$ cat config.mk
export PLATFORM = sky130hd
export DESIGN_NAME = pip_vstore
export DESIGN_NICKNAME = d
export VERILOG_FILES = /design/src/hw/rtl/pip_pkg.sv /design/src/hw/rtl/pip_vstore.sv
export SDC_FILE = /design/constraint.sdc
export NUM_CORES = 2
export LEC_CHECK = 0
export BUFFER_PORTS_ARGS = -buffer_cell sky130_fd_sc_hd__buf_2
export CORE_MARGIN = 1
export CORE_UTILIZATION = 57
export DETAILED_ROUTE_END_ITERATION = 6
export PLACE_DENSITY = 0.76
export SYNTH_ARGS = -nofsm -noshare
export SYNTH_HDL_FRONTEND = slang
export SYNTH_SLANG_ARGS = --single-unit
$ cat constraint.sdc
create_clock -name clock -period 6.95 [get_ports clock]
set_clock_uncertainty 0.1 [all_clocks]
set_input_delay 1.39 -clock clock [delete_from_list [all_inputs] [get_ports clock]]
set_output_delay 1.39 -clock clock [all_outputs]
set_load 0.05 [all_outputs]
$ cat src/hw/rtl/pip_pkg.sv
package pip_pkg;

   localparam int COORD_W          = 32;
   localparam int DIFF_W           = COORD_W + 1;
   localparam int PROD_W           = 2 * DIFF_W;
   localparam int IDX_W            = 6;
   localparam int CNT_W            = 7;
   localparam int DEF_MAX_VERTICES = 64;

   localparam logic [CNT_W-1:0] DEF_VERTEX_COUNT = CNT_W'(3);

   localparam logic CMD_LOAD  = 1'b0;
   localparam logic CMD_QUERY = 1'b1;

   // One stored vertex; x sits in the low half of the word.
   typedef struct packed {
      logic signed [COORD_W-1:0] y;
      logic signed [COORD_W-1:0] x;
   } vertex_type;

   // One edge handed to the crossing unit.
   typedef struct packed {
      logic       valid;
      vertex_type a;
      vertex_type b;
   } edge_req_type;

   // Verdict for one edge.
   typedef struct packed {
      logic valid;
      logic hit;
   } edge_res_type;

endpackage

$ cat src/hw/rtl/pip_vstore.sv
module pip_vstore #(
   parameter int MAX_VERTICES = pip_pkg::DEF_MAX_VERTICES,
   localparam int AW = $clog2(MAX_VERTICES)
) (
   input  logic                clock,
   input  logic                wr_en,
   input  logic [AW-1:0]       wr_addr,
   input  pip_pkg::vertex_type wr_data,
   input  logic                rd_en,
   input  logic [AW-1:0]       rd_addr,
   output pip_pkg::vertex_type rd_data
);
   import pip_pkg::*;

   vertex_type mem [MAX_VERTICES];
   vertex_type rd_data_ff;

   always_ff @(posedge clock) begin
      if (wr_en) begin
         mem[wr_addr] <= wr_data;
      end
   end

   always_ff @(posedge clock) begin
      if (rd_en) begin
         rd_data_ff <= mem[rd_addr];
      end
   end

   assign rd_data = rd_data_ff;

endmodule

==> results.md <==
- Status: finished, final reports clean
- Post-Synthesis Cells: 6,598
- CTS Sinks: 4,160
- Vias in the first global route: 79.4k
- Yosys warning count: 0
- Slowest-stage cell, CP: and2_4
- Hold Vio Cnt, Final: 0
- M1 GR Usage: 41.3%
- Sw frac: 21.2%
- Post-synth top cells: edfxtp_1, mux4_2, buf_2, a22oi_1, clkbuf_1
- Setup Total Neg Slack: 0 ns
- Met2 usage: 49.2%
- Worst vdd ir: 0.288 mV
- Count leader, synth: edfxtp_1
- Die X: 527 um
- Sequential fraction of the synthesis area: 79.6%
- Reg2Reg Setup Slack: 4.40 ns
- Yosys top cell area share: 79.6%
- Met3 Usage GRT: 7.37%
- FMAX: 249 MHz
- Fin crit share: 57.8%
- Via density: 7.18
- Post-Syn Area per Cell: 23.8 sq um
- Setup WS post-layout: 2.94 ns
- Crit path cell chain: buf_8 > and2_4 > buf_4 > a22oi_1 > and3_1 > a211oi_1
- Max_slew headroom: 4.49%
- Most Crowded Layer GR: met2
- Final slew viol count: 0
- CP endpoint kind: flop
- CP top delay family: buffers and inverters
- MaxCap Viol Count: 0
- DRC: 0
- Worst-path clk slew: 0.07 ns
- CTS tree: built
- DR WL/cell: 39.5 um
- Register-to-Register Path Depth: 5
- Setup violators final: 0
- Pleak: 54.9 nW
- Critical path class: input port to flop
- Area Overhead vs Synth: 12.3%
- Hold path startpoint: mem[46][16]$_DFFE_PP_
- Placer Congestion: 0.857
- Worst EP required: 7.52 ns
- Area leader, netlist: edfxtp_1
- DRT Pass-1 Iters: 6
- Worst-margin pin slew: 1.43 ns
- Overflow after GRT: 0
- Synthesized area: 157,000 sq um
- Internal: 0.0413 W
- Initial antenna violation count: 32
- GRT Util Overall: 31.2%
- Largest net degree at the start of global routing: 128
- Crit path DAT: 4.58 ns
- Initial Util: 57.3%
- Final Hold Slack: 0.829 ns
- Layout cell share with drive strength beyond 1: 27.9%
- TritonCTS buffer count: 400
- Startpoint Class: input port
- Post-CTS Setup Bufs: 0
- R2R Path Start: mem[9][18]$_DFFE_PP_
- Primary FF master, synth: edfxtp_1
- RSZ-0062 raised after global routing: false
- Worst hold path cell count: 4
- Comb pwr share: 4.7%
- Clock power frac: 42.0%
- Syn_nets: 6,677
- Boundary Pins: 143
- Top cells by area, synth: edfxtp_1, mux4_2, mux2i_1
- # rows: 192
- Port buffer count: 142
- Final worst path period need: 4.01 ns
- Final WL: 431 mm
- CP peak stage delay: 0.75 ns
- Htree depth: 5
- Clock root buffer: clkbuf_16
- EDFF count, synth: 4,160
- Cell variety after synth: 32
- R2R Path End: rd_data[18]$_DFFE_PP_
- CTS Buffer Depth: 4
- HP Class: flop to flop
- Synth Register Bits: 4,160
- CTS Hold Buffers Added: 0
- Nets: 7,059
- Maximum fanout along the worst path: 81
- Core Footprint: 274,000 sq um
- Clock latency on the worst-skew pair: 0.95 ns
- Die area: 278,000 sq um
- Psw: 0.0111 W
- Vias post-DR: 78.3k
- Detail Placement HPWL: 219 mm
- Sequential power share: 53.3%
- Cell depth of the worst setup path: 6
- Worst Path Buf+Inv: 2
- First-pass GRT wire length: 602 mm
- ANT nets after route: 0
- Min-Delay Endpoint: rd_data[16]$_DFFE_PP_
- Async SR Flop Fraction: 0%
- DR iter-0 viols: 12.2k
- Die Ht: 527 um
- CTS resizes: 0
- DP Worst Slack: 2.09 ns
- PD cells: 297 nW/um^2
worst max-delay path by stage:
| stage | from | end | slack (ns) |
|---|---|---|---|
| 2_1_floorplan | wr_addr[3] | mem[48][0]$_DFFE_PP_ | 0.02 |
| 3_3_place_gp | rd_addr[3] | rd_data[54]$_DFFE_PP_ | 2.14 |
| 3_5_place_dp | rd_addr[3] | rd_data[54]$_DFFE_PP_ | 2.09 |
| 4_1_cts | rd_addr[3] | rd_data[54]$_DFFE_PP_ | 3.07 |
| 5_1_grt | rd_addr[2] | rd_data[54]$_DFFE_PP_ | 3.03 |
| 6_report | rd_addr[2] | rd_data[54]$_DFFE_PP_ | 2.94 |
power by group through the flow:
stage / clock [W] / sequential (W) / combinational, W
after global placement: 0 / 0.0285 / 0.00237
after floorplan: 0 / 0.0285 / 0.00129
after global routing: 0.0230 / 0.0280 / 0.00256
after detailed placement: 0 / 0.0285 / 0.00242
final: 0.0220 / 0.0280 / 0.00247
after CTS: 0.0221 / 0.0280 / 0.00245
layer usage:
metal / share of wire [%] / up-vias
li1: - / 29300
met1: 33 / 40900
met2: 48 / 6862
met3: 14 / 1261
met4: 5.7 / 8
met5: 0.013 / -
cell type report:
cell class | count | area, sq um
inverter | 19 | 71.3
clock inverter | 241 | 2760
antenna | 20 | 50.0
sequential | 4160 | 125000
clock buffer | 479 | 10400
fill | 16700 | 97500
tap | 3589 | 4490
multi-input combinational | 2049 | 30800
timing repair buffer | 350 | 2920
stage by stage:
step           utilization, %  instance area [sq um]  std cells  total power, W
3_3_place_gp             59.6                 163000      10200          0.0308
2_1_floorplan               -                 157000       6598          0.0298
5_1_grt                  64.4                 176000      10900          0.0535
6_report                 64.4                 176000      10900          0.0525
4_1_cts                  64.4                 176000      10900          0.0525
3_5_place_dp             59.6                 163000      10200          0.0309
worst register-to-register path, delay by kind of cell (launching register included):
kind               cells  cell delay [ns]
and+or+nand+nor        2             0.41
AOI/OAI and AO/OA      2             0.90
DFF                    1             0.38
muxes                  1             0.46
placed cells by master, fill, tap and decap left out, types with 45 or more instances in the layout:
cell	count
a211oi_1	63
clkinv_2	57
edfxtp_1	4160
buf_12	50
mux4_2	1024
buf_4	160
mux2i_1	135
nor2_1	47
a22o_1	88
and3_1	64
nand2_1	56
clkbuf_1	76
clkinv_1	91
o22ai_1	83
buf_2	138
bufinv_16	53
nor2_4	65
clkbuf_16	403
nand3_1	45
a22oi_1	168
kinds of logic (layout without fill, tap and decap cells):
family / Yosys count / after routing / synth area share [%]
flops: 4160 / 4160 / 79.6
simple gates: 386 / 386 / 1.23
mux: 1159 / 1159 / 15.6
compound gates: 504 / 504 / 2.47
other cells: 0 / 20 / 0
buf+inv: 389 / 1089 / 1.18
registers in the layout, summed over array words and instances (netlist names):
signal / cells
mem: 4096
rd_data: 64
(Power assumes the default switching activity.)
